File: src/design/blm_pkg.sv
// ----------------------------------------------------------------------------
// Battery level monitor package
// Shared widths, register indexes, reset values and the control and status
// bundles that pass between the controller and the datapath.
// ----------------------------------------------------------------------------
package blm_pkg;

  // Field widths.
  localparam int unsigned TimeW  = 32;
  localparam int unsigned RawW   = 10;
  localparam int unsigned MvW    = 14;
  localparam int unsigned PctW   = 7;
  localparam int unsigned GainW  = 22;
  localparam int unsigned IntvW  = 16;
  localparam int unsigned CfgIdxW  = 3;
  localparam int unsigned CfgDataW = 22;

  // Number of ADC bits that are significant in a raw sample.
  localparam int unsigned AdcBits = 10;
  localparam logic [RawW-1:0] AdcMask = RawW'((64'd1 << AdcBits) - 64'd1);

  // Scaling arithmetic.
  localparam int unsigned ProdW   = GainW + RawW;
  localparam int unsigned GainFrac = 16;
  localparam int unsigned SumW    = ProdW - GainFrac + 1;
  localparam logic [MvW-1:0] MvMax    = MvW'(16383);
  localparam logic [MvW-1:0] MvOffset = MvW'(300);

  // Percentage arithmetic: numerator is 100 * (v - empty).
  localparam logic [PctW-1:0] PctFull = PctW'(100);
  localparam int unsigned NumW      = MvW + PctW;
  localparam int unsigned DivSteps  = PctW;
  localparam int unsigned DivCntW   = $clog2(DivSteps);

  // Stream word widths, padded to whole bytes.
  localparam int unsigned InBits   = TimeW + RawW;
  localparam int unsigned InDataW  = ((InBits + 7) / 8) * 8;
  localparam int unsigned OutBits  = MvW + PctW + 5;
  localparam int unsigned OutDataW = ((OutBits + 7) / 8) * 8;

  // Configuration register indexes.
  localparam logic [CfgIdxW-1:0] CfgAdcGain     = 3'd0;
  localparam logic [CfgIdxW-1:0] CfgFullMv      = 3'd1;
  localparam logic [CfgIdxW-1:0] CfgEmptyMv     = 3'd2;
  localparam logic [CfgIdxW-1:0] CfgChargingMv  = 3'd3;
  localparam logic [CfgIdxW-1:0] CfgNoBatteryMv = 3'd4;
  localparam logic [CfgIdxW-1:0] CfgLowBatteryMv = 3'd5;
  localparam logic [CfgIdxW-1:0] CfgReadIntv    = 3'd6;
  localparam logic [CfgIdxW-1:0] CfgZeroChg     = 3'd7;

  // Configuration reset values.
  localparam logic [GainW-1:0] RstAdcGain     = GainW'(422400);
  localparam logic [MvW-1:0]   RstFullMv      = MvW'(4200);
  localparam logic [MvW-1:0]   RstEmptyMv     = MvW'(3270);
  localparam logic [MvW-1:0]   RstChargingMv  = MvW'(4210);
  localparam logic [MvW-1:0]   RstNoBatteryMv = MvW'(2230);
  localparam logic [MvW-1:0]   RstLowBatteryMv = MvW'(3100);
  localparam logic [IntvW-1:0] RstReadIntv    = IntvW'(5000);

  // Configuration register bank.
  typedef struct packed {
    logic [GainW-1:0] adc_gain;
    logic [MvW-1:0]   full_mv;
    logic [MvW-1:0]   empty_mv;
    logic [MvW-1:0]   charging_mv;
    logic [MvW-1:0]   no_battery_mv;
    logic [MvW-1:0]   low_battery_mv;
    logic [IntvW-1:0] read_interval_ms;
    logic             zero_while_charging;
  } blm_cfg_t;

  // Commands from the controller to the datapath.
  typedef struct packed {
    logic load_in;
    logic check_time;
    logic mul;
    logic scale;
    logic classify;
    logic prep;
    logic div_step;
    logic load_out;
  } blm_cmd_t;

  // Status from the datapath to the controller.
  typedef struct packed {
    logic fresh;
    logic need_div;
  } blm_sts_t;

endpackage

File: src/design/blm_cfg.sv
// ----------------------------------------------------------------------------
// Battery level monitor configuration registers
// Holds the eight settings, written one at a time through the write port.
// ----------------------------------------------------------------------------
module blm_cfg (
  input  logic                     clk_i,
  input  logic                     rst_ni,
  input  logic                     cfg_we_i,
  input  logic [blm_pkg::CfgIdxW-1:0]  cfg_idx_i,
  input  logic [blm_pkg::CfgDataW-1:0] cfg_data_i,
  output blm_pkg::blm_cfg_t        cfg_o
);
  import blm_pkg::*;

  blm_cfg_t cfg_q;

  // Register writes, decoded by index.
  always_ff @(posedge clk_i or negedge rst_ni) begin
    if (!rst_ni) begin
      cfg_q.adc_gain            <= RstAdcGain;
      cfg_q.full_mv             <= RstFullMv;
      cfg_q.empty_mv            <= RstEmptyMv;
      cfg_q.charging_mv         <= RstChargingMv;
      cfg_q.no_battery_mv       <= RstNoBatteryMv;
      cfg_q.low_battery_mv      <= RstLowBatteryMv;
      cfg_q.read_interval_ms    <= RstReadIntv;
      cfg_q.zero_while_charging <= 1'b1;
    end else if (cfg_we_i) begin
      unique case (cfg_idx_i)
        CfgAdcGain:      cfg_q.adc_gain         <= cfg_data_i[GainW-1:0];
        CfgFullMv:       cfg_q.full_mv          <= cfg_data_i[MvW-1:0];
        CfgEmptyMv:      cfg_q.empty_mv         <= cfg_data_i[MvW-1:0];
        CfgChargingMv:   cfg_q.charging_mv      <= cfg_data_i[MvW-1:0];
        CfgNoBatteryMv:  cfg_q.no_battery_mv    <= cfg_data_i[MvW-1:0];
        CfgLowBatteryMv: cfg_q.low_battery_mv   <= cfg_data_i[MvW-1:0];
        CfgReadIntv:     cfg_q.read_interval_ms <= cfg_data_i[IntvW-1:0];
        CfgZeroChg:      cfg_q.zero_while_charging <= cfg_data_i[0];
        default: ;
      endcase
    end
  end

  assign cfg_o = cfg_q;

endmodule

File: src/design/blm_dp.sv
// ----------------------------------------------------------------------------
// Battery level monitor datapath
// Interval check, sample scaling, level classification and a seven-step
// restoring divider for the charge percentage, plus the output register.
// ----------------------------------------------------------------------------
module blm_dp (
  input  logic                       clk_i,
  input  logic                       rst_ni,
  input  blm_pkg::blm_cfg_t          cfg_i,
  input  blm_pkg::blm_cmd_t          cmd_i,
  output blm_pkg::blm_sts_t          sts_o,
  input  logic [blm_pkg::InDataW-1:0]  in_data_i,
  output logic [blm_pkg::OutDataW-1:0] out_data_o
);
  import blm_pkg::*;

  // Input word and item state.
  logic [TimeW-1:0] now_q;
  logic [RawW-1:0]  raw_q;
  logic             fresh_q;
  logic [ProdW-1:0] prod_q;
  logic [MvW-1:0]   held_q;
  logic [TimeW-1:0] last_q;
  logic             present_q, ext_q, low_q;
  logic [PctW-1:0]  pct_q;
  logic [NumW-1:0]  rem_q, dvs_q;
  logic [OutDataW-1:0] out_q;

  logic [TimeW-1:0] elapsed;
  logic             fresh;
  logic [SumW-1:0]  mv_sum;
  logic [MvW-1:0]   mv_sat;
  logic             present, ext, low, force_zero, at_full;
  logic [MvW-1:0]   span, above_empty;
  logic             div_ge;

  // Interval test on the wrapping millisecond difference.
  assign elapsed = now_q - last_q;
  assign fresh   = elapsed > TimeW'(cfg_i.read_interval_ms);

  // Scaled sample with offset, saturated to the voltage range.
  assign mv_sum = SumW'(prod_q[ProdW-1:GainFrac]) + SumW'(MvOffset);
  assign mv_sat = (mv_sum > SumW'(MvMax)) ? MvMax : mv_sum[MvW-1:0];

  // Level comparisons on the held voltage.
  assign present    = held_q >= cfg_i.no_battery_mv;
  assign ext        = held_q > cfg_i.charging_mv;
  assign low        = present && !ext && (held_q < cfg_i.low_battery_mv);
  assign force_zero = !present || (cfg_i.zero_while_charging && ext) ||
                      (held_q <= cfg_i.empty_mv);
  // At or above full the quotient is at least 100 and clamps there.
  assign at_full    = held_q >= cfg_i.full_mv;

  assign span        = cfg_i.full_mv - cfg_i.empty_mv;
  assign above_empty = held_q - cfg_i.empty_mv;
  assign div_ge      = rem_q >= dvs_q;

  assign sts_o.fresh    = fresh;
  assign sts_o.need_div = !force_zero && !at_full;

  // Control flags of the item in flight.
  always_ff @(posedge clk_i or negedge rst_ni) begin
    if (!rst_ni) begin
      held_q  <= '0;
      last_q  <= '0;
      fresh_q <= 1'b0;
    end else begin
      if (cmd_i.check_time) begin
        fresh_q <= fresh;
      end
      if (cmd_i.scale) begin
        held_q <= mv_sat;
        last_q <= now_q;
      end
    end
  end

  // Payload registers.
  always_ff @(posedge clk_i) begin
    if (cmd_i.load_in) begin
      now_q <= in_data_i[TimeW-1:0];
      raw_q <= in_data_i[TimeW +: RawW];
    end
    if (cmd_i.mul) begin
      prod_q <= ProdW'(cfg_i.adc_gain) * ProdW'(raw_q & AdcMask);
    end
    if (cmd_i.classify) begin
      present_q <= present;
      ext_q     <= ext;
      low_q     <= low;
      pct_q     <= (!force_zero && at_full) ? PctFull : '0;
    end
    if (cmd_i.prep) begin
      rem_q <= NumW'(above_empty) * NumW'(PctFull);
      dvs_q <= NumW'({span, {(DivSteps - 1){1'b0}}});
    end
    // One quotient bit per step, most significant first.
    if (cmd_i.div_step) begin
      if (div_ge) begin
        rem_q <= rem_q - dvs_q;
      end
      dvs_q <= dvs_q >> 1;
      pct_q <= {pct_q[PctW-2:0], div_ge};
    end
    if (cmd_i.load_out) begin
      out_q <= OutDataW'({fresh_q,
                          low_q,
                          present_q && ext_q,
                          ext_q,
                          present_q,
                          present_q ? pct_q : {PctW{1'b0}},
                          present_q ? held_q : {MvW{1'b0}}});
    end
  end

  assign out_data_o = out_q;

endmodule

File: src/design/blm_ctrl.sv
// ----------------------------------------------------------------------------
// Battery level monitor controller
// Sequences one request through the datapath and runs both stream handshakes.
// ----------------------------------------------------------------------------
module blm_ctrl (
  input  logic              clk_i,
  input  logic              rst_ni,
  input  logic              in_valid_i,
  output logic              in_ready_o,
  output logic              out_valid_o,
  input  logic              out_ready_i,
  input  blm_pkg::blm_sts_t sts_i,
  output blm_pkg::blm_cmd_t cmd_o
);
  import blm_pkg::*;

  typedef enum logic [2:0] {
    StIdle,
    StTime,
    StMul,
    StScale,
    StClassify,
    StPrep,
    StDiv,
    StDone
  } state_e;

  state_e             state_q;
  logic [DivCntW-1:0] div_cnt_q;
  logic               in_ready_q, out_valid_q;
  logic               accept, out_free;

  assign accept   = in_valid_i && in_ready_q;
  assign out_free = !out_valid_q || out_ready_i;

  // Commands decoded from the current state.
  always_comb begin
    cmd_o            = '0;
    cmd_o.load_in    = accept;
    cmd_o.check_time = (state_q == StTime);
    cmd_o.mul        = (state_q == StMul);
    cmd_o.scale      = (state_q == StScale);
    cmd_o.classify   = (state_q == StClassify);
    cmd_o.prep       = (state_q == StPrep);
    cmd_o.div_step   = (state_q == StDiv);
    cmd_o.load_out   = (state_q == StDone) && out_free;
  end

  // State, step count and handshake flags.
  always_ff @(posedge clk_i or negedge rst_ni) begin
    if (!rst_ni) begin
      state_q     <= StIdle;
      div_cnt_q   <= '0;
      in_ready_q  <= 1'b1;
      out_valid_q <= 1'b0;
    end else begin
      // A new status word takes the output register as the old one leaves.
      if (cmd_o.load_out) begin
        out_valid_q <= 1'b1;
      end else if (out_ready_i) begin
        out_valid_q <= 1'b0;
      end
      unique case (state_q)
        StIdle: begin
          if (accept) begin
            in_ready_q <= 1'b0;
            state_q    <= StTime;
          end
        end
        StTime: begin
          state_q <= sts_i.fresh ? StMul : StClassify;
        end
        StMul: begin
          state_q <= StScale;
        end
        StScale: begin
          state_q <= StClassify;
        end
        StClassify: begin
          state_q <= sts_i.need_div ? StPrep : StDone;
        end
        StPrep: begin
          div_cnt_q <= '0;
          state_q   <= StDiv;
        end
        StDiv: begin
          div_cnt_q <= div_cnt_q + 1'b1;
          if (div_cnt_q == DivCntW'(DivSteps - 1)) begin
            state_q <= StDone;
          end
        end
        StDone: begin
          if (out_free) begin
            in_ready_q  <= 1'b1;
            state_q     <= StIdle;
          end
        end
        default: begin
          state_q <= StIdle;
        end
      endcase
    end
  end

  assign in_ready_o  = in_ready_q;
  assign out_valid_o = out_valid_q;

endmodule

File: src/design/battery_level_monitor.sv
// An accepted request passes the time check, the multiply and scale states when
// a new sample is taken, classification, the divider setup and steps when the
// percentage needs them (one quotient bit per cycle), and the output load. No
// new request is taken before that; the rate is bounded by the shared
// divider and single controller; a full output register holds the controller.
// Reset clears the held voltage and the last sample time and loads the defaults.
// ----------------------------------------------------------------------------
// Battery level monitor
// Turns timed ADC samples of the battery divider into voltage, presence,
// external power, charging, low-battery and charge percentage reports.
// ----------------------------------------------------------------------------
module battery_level_monitor (
  input  logic                         clk_i,
  input  logic                         rst_ni,
  // Request stream.
  input  logic                         s_axis_tvalid,
  output logic                         s_axis_tready,
  // Fields from bit 0: now_ms[31:0], raw_sample[41:32], zero padding.
  input  logic [blm_pkg::InDataW-1:0]  s_axis_tdata,
  // Status stream.
  output logic                         m_axis_tvalid,
  input  logic                         m_axis_tready,
  // Fields from bit 0: voltage_mv[13:0], percent[20:14], battery_present[21],
  // external_power[22], charging[23], low_battery[24], fresh_sample[25],
  // zero padding.
  output logic [blm_pkg::OutDataW-1:0] m_axis_tdata,
  // Configuration write port.
  input  logic                         cfg_we_i,
  input  logic [blm_pkg::CfgIdxW-1:0]  cfg_idx_i,
  input  logic [blm_pkg::CfgDataW-1:0] cfg_data_i
);
  import blm_pkg::*;

  blm_cfg_t cfg;
  blm_cmd_t cmd;
  blm_sts_t sts;

  blm_cfg u_cfg (
    .clk_i      (clk_i),
    .rst_ni     (rst_ni),
    .cfg_we_i   (cfg_we_i),
    .cfg_idx_i  (cfg_idx_i),
    .cfg_data_i (cfg_data_i),
    .cfg_o      (cfg)
  );

  blm_ctrl u_ctrl (
    .clk_i       (clk_i),
    .rst_ni      (rst_ni),
    .in_valid_i  (s_axis_tvalid),
    .in_ready_o  (s_axis_tready),
    .out_valid_o (m_axis_tvalid),
    .out_ready_i (m_axis_tready),
    .sts_i       (sts),
    .cmd_o       (cmd)
  );

  blm_dp u_dp (
    .clk_i      (clk_i),
    .rst_ni     (rst_ni),
    .cfg_i      (cfg),
    .cmd_i      (cmd),
    .sts_o      (sts),
    .in_data_i  (s_axis_tdata),
    .out_data_o (m_axis_tdata)
  );

endmodule

File: config.mk
export PLATFORM = sky130hd
export DESIGN_NAME = battery_level_monitor
export DESIGN_NICKNAME = d
export VERILOG_FILES = /design/src/design/blm_pkg.sv /design/src/design/blm_cfg.sv /design/src/design/blm_dp.sv /design/src/design/blm_ctrl.sv /design/src/design/battery_level_monitor.sv
export SDC_FILE = /design/constraint.sdc
export NUM_CORES = 1
export LEC_CHECK = 0
export BUFFER_PORTS_ARGS = -buffer_cell sky130_fd_sc_hd__buf_2
export CAP_MARGIN = 40
export CELL_PAD_IN_SITES_DETAIL_PLACEMENT = 1
export CELL_PAD_IN_SITES_GLOBAL_PLACEMENT = 1
export CORE_MARGIN = 2
export CORE_UTILIZATION = 30
export DETAILED_ROUTE_END_ITERATION = 8
export PLACE_DENSITY_LB_ADDON = 0.1
export SKIP_LAST_GASP = 1
export SYNTH_ARGS = -nofsm -noshare
export SYNTH_HDL_FRONTEND = slang
export SYNTH_SLANG_ARGS = --single-unit
File: constraint.sdc
create_clock -name clk_i -period 5.2 [get_ports clk_i]
set_input_delay 1.04 -clock clk_i [delete_from_list [all_inputs] [get_ports clk_i]]
set_output_delay 1.04 -clock clk_i [all_outputs]
set_load 0.05 [all_outputs]
Word-level counts from Yosys, hierarchy flattened

Cells that the tools add are included.

Eq/ne operators: 18
Multiply operators: 2
Add/subtract/negate cells: 6
Reduce and logical (&&, ||, !) cells: 32
Multiplexer cells: 21
Order comparisons: 8

Operator list:

| cell                                                                    | count |
|---|---|
| 21-bit 2-to-1 mux                                                       | 3 |
| 32-bit by 16-bit > comparator with 1-bit output                         | 1 |
| 22-bit by 10-bit multiplier with 32-bit output                          | 1 |
| 32-bit subtractor                                                       | 1 |
| 14-bit greater-or-equal comparator                                      | 2 |
| 14-bit subtractor                                                       | 2 |
| 3-bit equality test (second input constant)                             | 9 |
| 3-bit one-hot mux with 8 select lines                                   | 1 |
| 21-bit by 20-bit greater-or-equal comparator with 1-bit output          | 1 |
| 7-bit 2-to-1 mux                                                        | 3 |
| 21-bit by 20-bit subtractor with 21-bit output                          | 1 |
| 20-bit 2-to-1 mux                                                       | 1 |
| 14-bit by 5-bit multiplier with 19-bit output (second input constant)   | 1 |
| 19-bit 2-to-1 mux                                                       | 1 |
| 16-bit by 9-bit adder with 17-bit output (second input constant)        | 1 |
| 17-bit by 14-bit > comparator with 1-bit output (second input constant) | 1 |
| 2-bit AND reduction                                                     | 8 |
| 14-bit > comparator                                                     | 1 |
| 14-bit <= comparator                                                    | 1 |
| 14-bit < comparator                                                     | 1 |
| 14-bit 2-to-1 mux                                                       | 1 |
| 3-bit by 2-bit equality test with 1-bit output (second input constant)  | 4 |
| 3-bit 2-to-1 mux                                                        | 4 |
| 1-bit logical AND                                                       | 8 |
| 12 further kinds                                                        | 29 |

Bits of input ports: 78
Bits in registers: 315
Output and inout port bits: 34

Logic depth before layout (Yosys ltp)

Gate-level depths: netlist of run 1.

Depth after elaboration: 9
Depth in mapped cells: 25
Mapped depth without buffers: 25

Hierarchy

Synthesis of run 1 repeated with hierarchy kept, for this count alone.

Cells, all modules: 2,512
Area, all modules: 24,906.4 sq um

Modules (own cells, without submodules):

| module   | area each (sq um) | cells each | sequential area each (sq um) | instances |
|---|---|---|---|---|
| blm_dp   | 20,194.4          | 2,218      | 5,019.8                      | 1 |
| blm_cfg  | 4,181.5           | 237        | 2,775.2                      | 1 |
| blm_ctrl | 530.5             | 57         | 201.4                        | 1 |

Worst setup path after synthesis of run 1

OpenSTA, ideal clock, no wires.

Path type: register to register
From: register u_cfg.cfg_q, in the netlist u_cfg.cfg_o[96]
To: register u_dp.prod_q[31], data pin
Setup slack: -0.377 ns
Cell stages (with the launch flop): 22
Data arrival time: 5.317 ns
Setup time: 0.260 ns
Cell sequence: dfstp_2 -> clkbuf_1 -> nand2_1 -> fa_1 -> inv_1 -> fa_1 -> fa_1 -> fa_1 -> inv_1 -> fa_1 -> inv_1 -> ha_1 -> and3_1 -> nand3_1 -> inv_1 -> a31oi_1 -> o211ai_1 -> a21oi_1 -> o21ai_0 -> a31oi_1 -> o21bai_1 -> xnor2_1

Longest elaborated chain between the ends: 1

Ends and longest elaborated chain:

| what                                           | line          | source |
|---|---|---|
| start: declaration                             | blm_cfg.sv:15 | `blm_cfg_t cfg_q;` |
| 22-bit by 10-bit multiplier with 32-bit output | blm_dp.sv:85  | `prod_q <= ProdW'(cfg_i.adc_gain) * ProdW'(raw_q & AdcMask);` |
| end signal: assignment                         | blm_dp.sv:85  |  |
| end: declaration                               | blm_dp.sv:21  | `logic [ProdW-1:0] prod_q;` |

Every way passes these cells.
A chain may end at the register's enable or synchronous reset.

Worst setup path after layout of run 1

From: register u_cfg.cfg_q, in the netlist u_cfg.cfg_o[96]
To: register u_dp.prod_q[26], data pin

The elaborated chain is that of the path after synthesis.

==> flow_summary.ini, run 1 <==
[cells_and_area]
area_growth_syn_to_layout_pct = 22.0
num-nets-final = 3295
layout-drive-gt1-share = 0.225
final_area_um2 = 29800

[route]
drc_errors = 0
drt-pass1-iter-count = 4
ant_nets = 0
total_detailed_routing_wirelength_mm = 73.4
route.vias.total = 18600
detail_route.vias_per_cell = 4.79
route.detailed.wl_per_inst_um = 18.9
drtIter0Drc = 623

[cts]
root_buffer = sky130_fd_sc_hd__clkbuf_16
cts_tree = yes
number_of_buffers_on_the_longest_clock_path = 3
h-tree-depth = 2
clk_latency_worst_skew_pair_ns = 0.59
clock_transition_time_at_the_flip_flop_clock_pins_of_the_worst_setup_and_hold_paths_ns = 0.06
clock-sinks = 299
number_of_buffers_inserted_during_clock_tree_synthesis = 42

[timing]
setup_violations = 12
timing.slew.headroom = 0.365
timing_max_transition_violations_final = 0
worst_clock_skew_ns = 0.0389
layout_worst_path_cycle_share = 1.05
final_critical_path_required_period_ns = 5.44
worstMarginPinSlew_ns = 0.939
hold_viol = 0
max_freq_mhz = 184
grt_setup_unrepaired = true
fin_hold_ws_ns = 0.408
final.setup.worst_slack_ns = -0.242

[setup_path]
crit_required_ns = 5.50
cp_data_arrival_time_ns = 5.74
timing_worst_setup_path_type = reg -> reg
setup.worst_path.start_class = flop
crit_path_end_kind = flop
largest_driver_fanout_on_the_critical_path = 8

[global_route]
track_usage = 0.175
grt_pass1_vias = 20300
grt_first_pass_wirelength_mm = 114
grt_antenna_before_repair = 3
grt_overflow = 0
largest_net_degree_at_the_start_of_global_routing = 111

[logic_synthesis]
mappedNetlistArea_um2 = 24400
ys_types = 78
synth_flop_cell = sky130_fd_sc_hd__dfrtp_1
synth_area_per_cell_um2 = 9.65
netlist_instances = 2530
postSynth.asyncResetShare = 0.548
synth-edff-count = 114
register_area_share_after_synthesis = 0.328
ys.warnings.count = 0
ys_ff_latch = 299

[floorplan]
die_area_um2 = 83700
fp.dieH_um = 289
die-width_um = 289
placementRows = 104
io_pins = 112
fp.coreArea_um2 = 80500
start_util = 0.303

[status]
failing_checks = setup timing
result_of_the_run = complete, but fails checks

[place]
dp_hpwl_mm = 56.7
dpl_cell_area_um2 = 27400
placement.io_buffers = 99
routabilityCongestion = 0.812

[flow_run]
cap_viol_max_count = 0

[hold_path]
hp-class = in -> async
==> layout by cell type, fill, tap and decap left out, types with 16 or more instances in the layout <==
cell type and count:
sky130_fd_sc_hd__ha_4 21, sky130_fd_sc_hd__a21oi_1 113, sky130_fd_sc_hd__ha_1 239, sky130_fd_sc_hd__nor2b_1 24, sky130_fd_sc_hd__mux2_2 70, sky130_fd_sc_hd__edfxtp_1 114
sky130_fd_sc_hd__a21o_1 48, sky130_fd_sc_hd__buf_2 100, sky130_fd_sc_hd__nor3_1 23, sky130_fd_sc_hd__dfrtp_1 116, sky130_fd_sc_hd__inv_1 357, sky130_fd_sc_hd__dfstp_2 39
sky130_fd_sc_hd__xnor2_1 46, sky130_fd_sc_hd__dfxtp_1 21, sky130_fd_sc_hd__o21ai_0 128, sky130_fd_sc_hd__a211oi_1 16, sky130_fd_sc_hd__and2_1 123, sky130_fd_sc_hd__nand4_1 22
sky130_fd_sc_hd__xor2_1 39, sky130_fd_sc_hd__nand2b_1 17, sky130_fd_sc_hd__nor2_1 96, sky130_fd_sc_hd__nand3_1 28, sky130_fd_sc_hd__fa_1 161, sky130_fd_sc_hd__clkbuf_16 45
sky130_fd_sc_hd__buf_4 171, sky130_fd_sc_hd__nand2_1 275
==> synthesized netlist by cell type (6+ instances only) <==
cell | count | area (um^2)
sky130_fd_sc_hd__inv_1 | 369 | 1390
sky130_fd_sc_hd__nand2_1 | 283 | 1060
sky130_fd_sc_hd__ha_1 | 264 | 3300
sky130_fd_sc_hd__fa_1 | 170 | 3400
sky130_fd_sc_hd__o21ai_0 | 142 | 711
sky130_fd_sc_hd__and2_1 | 136 | 851
sky130_fd_sc_hd__a21oi_1 | 129 | 646
sky130_fd_sc_hd__dfrtp_1 | 125 | 3130
sky130_fd_sc_hd__edfxtp_1 | 114 | 3420
sky130_fd_sc_hd__nor2_1 | 102 | 383
sky130_fd_sc_hd__clkbuf_1 | 82 | 308
sky130_fd_sc_hd__mux2_2 | 70 | 788
sky130_fd_sc_hd__xnor2_1 | 52 | 455
sky130_fd_sc_hd__a21o_1 | 48 | 360
sky130_fd_sc_hd__dfstp_2 | 39 | 1020
sky130_fd_sc_hd__xor2_1 | 39 | 342
sky130_fd_sc_hd__nand3_1 | 31 | 155
sky130_fd_sc_hd__nor3_1 | 30 | 150
sky130_fd_sc_hd__nor2b_1 | 26 | 163
sky130_fd_sc_hd__nand4_1 | 22 | 138
sky130_fd_sc_hd__dfxtp_1 | 21 | 420
sky130_fd_sc_hd__a211oi_1 | 17 | 128
sky130_fd_sc_hd__nand2b_1 | 17 | 106
sky130_fd_sc_hd__and3_1 | 16 | 100
sky130_fd_sc_hd__o21a_1 | 14 | 105
sky130_fd_sc_hd__mux2i_1 | 12 | 120
sky130_fd_sc_hd__a31oi_1 | 11 | 68.8
sky130_fd_sc_hd__nor4_1 | 10 | 62.6
sky130_fd_sc_hd__a221o_1 | 9 | 90.1
sky130_fd_sc_hd__o22a_1 | 9 | 78.8
sky130_fd_sc_hd__o211ai_1 | 8 | 60.1
sky130_fd_sc_hd__a21boi_0 | 7 | 52.6
sky130_fd_sc_hd__buf_4 | 7 | 52.6
sky130_fd_sc_hd__o31ai_1 | 7 | 52.6
sky130_fd_sc_hd__or2_2 | 7 | 43.8
sky130_fd_sc_hd__o21bai_1 | 6 | 45.0
sky130_fd_sc_hd__or3_1 | 6 | 37.5
==> registers in the layout, indices dropped and copies added, names as in the netlist, 3 cells and up <==
signal / cells
u_dp.now_q: 32
u_dp.last_q: 32
u_dp.rem_q: 21
u_dp.raw_q: 10
u_dp.held_q: 14
u_dp.out_data_o: 26
u_ctrl.state_q: 3
u_dp.prod_q: 16
u_cfg.cfg_o: 109
u_ctrl.div_cnt_q: 3
u_dp.pct_q: 7
u_dp.dvs_q: 20
==> repair_timing <==
action                                  CTS  global route
hold buffers                              0             0
buffers inserted                         11            15
hold endpoints to repair                  0             0
endpoints found under the setup margin   23            26
resized for setup                        54           114
pin swaps                                19            90
cloned                                    0             2
==> layer usage <==
metal,vias to the layer above,global-route usage,part of all wire
li1,8943,-,-
met1,9365,0.238,0.47
met2,188,0.295,0.48
met3,81,0.0220,0.030
met4,4,0.0387,0.019
met5,-,0,0.00038
==> worst paths after layout <==
check / start / endpoint / slack [ns] / depth (start not counted)
setup / recovery: u_cfg.cfg_o[96] / u_dp.prod_q[26] / -0.24 / 21
hold / removal: rst_ni / u_ctrl.div_cnt_q[0] / 0.41 / 1
setup reg to reg: u_cfg.cfg_o[96] / u_dp.prod_q[26] / -0.24 / 21
hold reg to reg: u_dp.low_q / u_dp.out_data_o[24] / 0.42 / 0
max in group asynchronous: rst_ni / u_cfg.cfg_o[88] / 3.63 / 2
min in group clk_i: u_dp.low_q / u_dp.out_data_o[24] / 0.42 / 0
==> cell type report <==
cell class              instances  area, um^2
well taps                    1060        1330
flip-flops and latches        299        8010
inverters                     369        1390
clock buffers                  65        1240
diodes                          4        10.0
multi-input cells            1771       15400
repair buffers                300        2250
clock inverters                13         143
fillers                      9066       50800
==> per-stage QoR <==
step                cells   util  setup WS (ns)  TNS [ns]
floorplan            2535      -       0.000448         0
global placement     3765  0.339         -0.463     -4.98
detailed placement   3771  0.340         -0.625     -5.98
CTS                  3860  0.361         -0.305     -2.22
global route         3877  0.370         -0.504     -4.66
finish               3881  0.370         -0.242     -1.65
==> critical path: stages (launching register included) <==
cell,delay (ns)
sky130_fd_sc_hd__dfstp_2,0.65
sky130_fd_sc_hd__and2_4,0.18
sky130_fd_sc_hd__fa_1,0.43
sky130_fd_sc_hd__fa_1,0.61
sky130_fd_sc_hd__fa_2,0.45
sky130_fd_sc_hd__fa_1,0.49
sky130_fd_sc_hd__inv_1,0.05
sky130_fd_sc_hd__fa_1,0.52
sky130_fd_sc_hd__inv_1,0.06
sky130_fd_sc_hd__ha_4,0.27
sky130_fd_sc_hd__and3_4,0.19
sky130_fd_sc_hd__nand3_4,0.06
sky130_fd_sc_hd__a21oi_2,0.13
sky130_fd_sc_hd__a31oi_2,0.07
sky130_fd_sc_hd__o211ai_1,0.19
sky130_fd_sc_hd__buf_4,0.18
sky130_fd_sc_hd__a21oi_4,0.08
sky130_fd_sc_hd__buf_4,0.14
sky130_fd_sc_hd__buf_6,0.11
sky130_fd_sc_hd__nor2b_4,0.12
sky130_fd_sc_hd__a21oi_2,0.07
sky130_fd_sc_hd__xnor2_1,0.12
==> cell families after synthesis <==
logic type,count (synthesis),synth area share
DFF,299,0.328
and+or+nand+nor,710,0.141
xor gates and xnor gates,91,0.0326
muxes,82,0.0372
adders and majority gates,434,0.275
buffers and inverters,465,0.0733
other,1,0.000154
AOI/OAI and AO/OA,448,0.113
Power of run 1 is left out: the tool's default activity adds up to more than one toggle a clock period on the data nets, which glitch-free logic cannot reach.
==> run 2: changes to the inputs <==
- CORE_ASPECT_RATIO: unset -> 0.7
==> run 2 against run 1 <==
  * The run still ends with setup timing left
  * Critical path depth grew 2
  * Worst hold slack better by 0.050 ns
  * Non-clock buffer count rose by 14
  * Final cell count is 0.39% higher
  * Routed wire length up 1.7%
==> flow_summary.ini, run 2 (synthesis results as in run 1) <==
[route]
route.vias.total = 18600
drtIter0Drc = 745
detail_route.vias_per_cell = 4.78
total_detailed_routing_wirelength_mm = 74.6
route.detailed.wl_per_inst_um = 19.2
drc_errors = 0
ant_nets = 0
drt-pass1-iter-count = 5

[place]
dp_hpwl_mm = 56.9
placement.io_buffers = 99
routabilityCongestion = 0.792

[floorplan]
fp.dieH_um = 243
die_area_um2 = 83700
io_pins = 112
placementRows = 87
fp.coreArea_um2 = 80600
start_util = 0.303
die-width_um = 345

[cts]
clk_latency_worst_skew_pair_ns = 0.58
clock_transition_time_at_the_flip_flop_clock_pins_of_the_worst_setup_and_hold_paths_ns = 0.06
number_of_buffers_on_the_longest_clock_path = 3
clock-sinks = 299
cts_tree = yes
h-tree-depth = 2
root_buffer = sky130_fd_sc_hd__clkbuf_16
number_of_buffers_inserted_during_clock_tree_synthesis = 39

[timing]
final_critical_path_required_period_ns = 5.38
grt_setup_unrepaired = true
worst_clock_skew_ns = 0.0216
max_freq_mhz = 186
worstMarginPinSlew_ns = 0.884
setup-tns-final_ns = -1.08
timing_max_transition_violations_final = 0
timing.slew.headroom = 0.410
setup_violations = 9
hold_viol = 0
fin_hold_ws_ns = 0.457
layout_worst_path_cycle_share = 1.04
final.setup.worst_slack_ns = -0.182

[cells_and_area]
layout-drive-gt1-share = 0.223
largest_reg_flops = 109
seqCellArea_um2 = 8010
multi_input_area_um2 = 15300
mostFrequentLayoutCells = 353 x sky130_fd_sc_hd__inv_1, 274 x sky130_fd_sc_hd__nand2_1, 244 x sky130_fd_sc_hd__ha_1
area_growth_syn_to_layout_pct = 21.5
most_frequent_standard_cell_in_the_layout_excluding_fill_and_tap_cells = sky130_fd_sc_hd__inv_1
num-nets-final = 3306
fillers = 9138

[status]
result_of_the_run = complete, but fails checks
failing_checks = setup timing

[setup_path]
largest_driver_fanout_on_the_critical_path = 6
cp_data_arrival_time_ns = 5.72
crit_path_cell_trace = buf_6, nand2_2, fa_1, inv_1, fa_1, fa_1, fa_1, inv_2, fa_1, inv_2, ha_4, and3_4, nand3_4, a21oi_2, a31oi_2, o211ai_1, buf_4, a21oi_4, buf_4, buf_6, nor2b_4, a21oi_2, xnor2_1
timing.critical_path.mode_cell = sky130_fd_sc_hd__fa_1
setup.worst_path.start_class = flop
peak_per_stage_delay_on_the_critical_path_ns = 0.66
crit_path_end_kind = flop
crit_path_top_delay_cell = sky130_fd_sc_hd__dfstp_2
timing_worst_setup_path_type = reg -> reg
crit_required_ns = 5.54

[global_route]
grt_antenna_before_repair = 3
track_usage = 0.179
grt_first_pass_wirelength_mm = 116
grt_overflow = 0
grt_pass1_vias = 19800
largest_net_degree_at_the_start_of_global_routing = 88

[hold_path]
hp-class = reg -> reg

[flow_run]
cap_viol_max_count = 0
run 2: cell types whose count changed in the layout (fill, tap and decap cells not counted), moves of 4 or more:
| cell | before | now |
|---|---|---|
| sky130_fd_sc_hd__and2_1 | 123 | 127 |
| sky130_fd_sc_hd__inv_1 | 357 | 353 |
| sky130_fd_sc_hd__buf_4 | 171 | 185 |
| sky130_fd_sc_hd__o21ai_0 | 128 | 132 |
| sky130_fd_sc_hd__clkbuf_16 | 45 | 40 |
| sky130_fd_sc_hd__inv_2 | 12 | 16 |
| sky130_fd_sc_hd__ha_4 | 21 | 16 |
| sky130_fd_sc_hd__and2_4 | 12 | 8 |
| sky130_fd_sc_hd__buf_12 | 10 | 6 |
| sky130_fd_sc_hd__clkbuf_8 | 8 | 4 |
| sky130_fd_sc_hd__ha_1 | 239 | 244 |
| sky130_fd_sc_hd__buf_6 | 13 | 22 |
run 2: cell type report:
| type | instances | area share |
|---|---|---|
| Antenna cell | 3 | 0.000253 |
| Sequential cell | 299 | 0.270 |
| Timing Repair Buffer | 314 | 0.0785 |
| Tap cell | 1068 | 0.0451 |
| Clock buffer | 57 | 0.0365 |
| Multi-Input combinational cell | 1771 | 0.517 |
| Inverter | 369 | 0.0467 |
| Clock inverter | 15 | 0.00586 |
run 2: timing repair:
item	CTS	global route
hold buffers	0	0
buffers inserted	18	16
setup endpoints to repair	22	24
resized for setup	94	71
pin swaps	80	79
endpoints found under the hold margin	0	0
gates cloned	1	1
run 2: final timing paths:
check / start / endpoint / slack, ns / cells past startpoint
setup / recovery: u_cfg.cfg_o[96] / u_dp.prod_q[26] / -0.18 / 23
hold / removal: u_dp.low_q / u_dp.out_data_o[24] / 0.46 / 0
setup reg to reg: u_cfg.cfg_o[96] / u_dp.prod_q[26] / -0.18 / 23
hold reg to reg: u_dp.low_q / u_dp.out_data_o[24] / 0.46 / 0
max in group asynchronous: rst_ni / u_cfg.cfg_o[97] / 3.60 / 2
min in group asynchronous: rst_ni / u_dp.fresh_q / 0.53 / 1
run 2: metrics by stage:
step	instance area, um^2	std cells	setup WS [ns]	utilization
2_1_floorplan	24600	2535	0.000448	-
3_5_place_dp	27400	3784	-0.629	0.340
5_1_grt	29700	3893	-0.391	0.368
6_report	29700	3896	-0.182	0.368
3_3_place_gp	27300	3782	-0.559	0.339
4_1_cts	29200	3875	-0.206	0.362
run 2: layer usage:
layer,vias to the layer above,share of wire,GRT usage
met5,-,0,0
met4,0,0.017,0.0364
met3,70,0.039,0.0302
met2,213,0.45,0.282
met1,9387,0.49,0.259
li1,8965,-,-
run 2: worst max-delay path: cells and delay by family, from the launching register on:
family / cells / cell delay (ns)
AO/OA/AOI/OAI: 5 / 0.49
adder cells (fa/ha/maj): 6 / 2.75
AND/OR/NAND/NOR: 4 / 0.43
XOR/XNOR: 1 / 0.12
flip-flops: 1 / 0.66
buffers and inverters: 7 / 0.70
Power of run 2 is left out for the same reason.
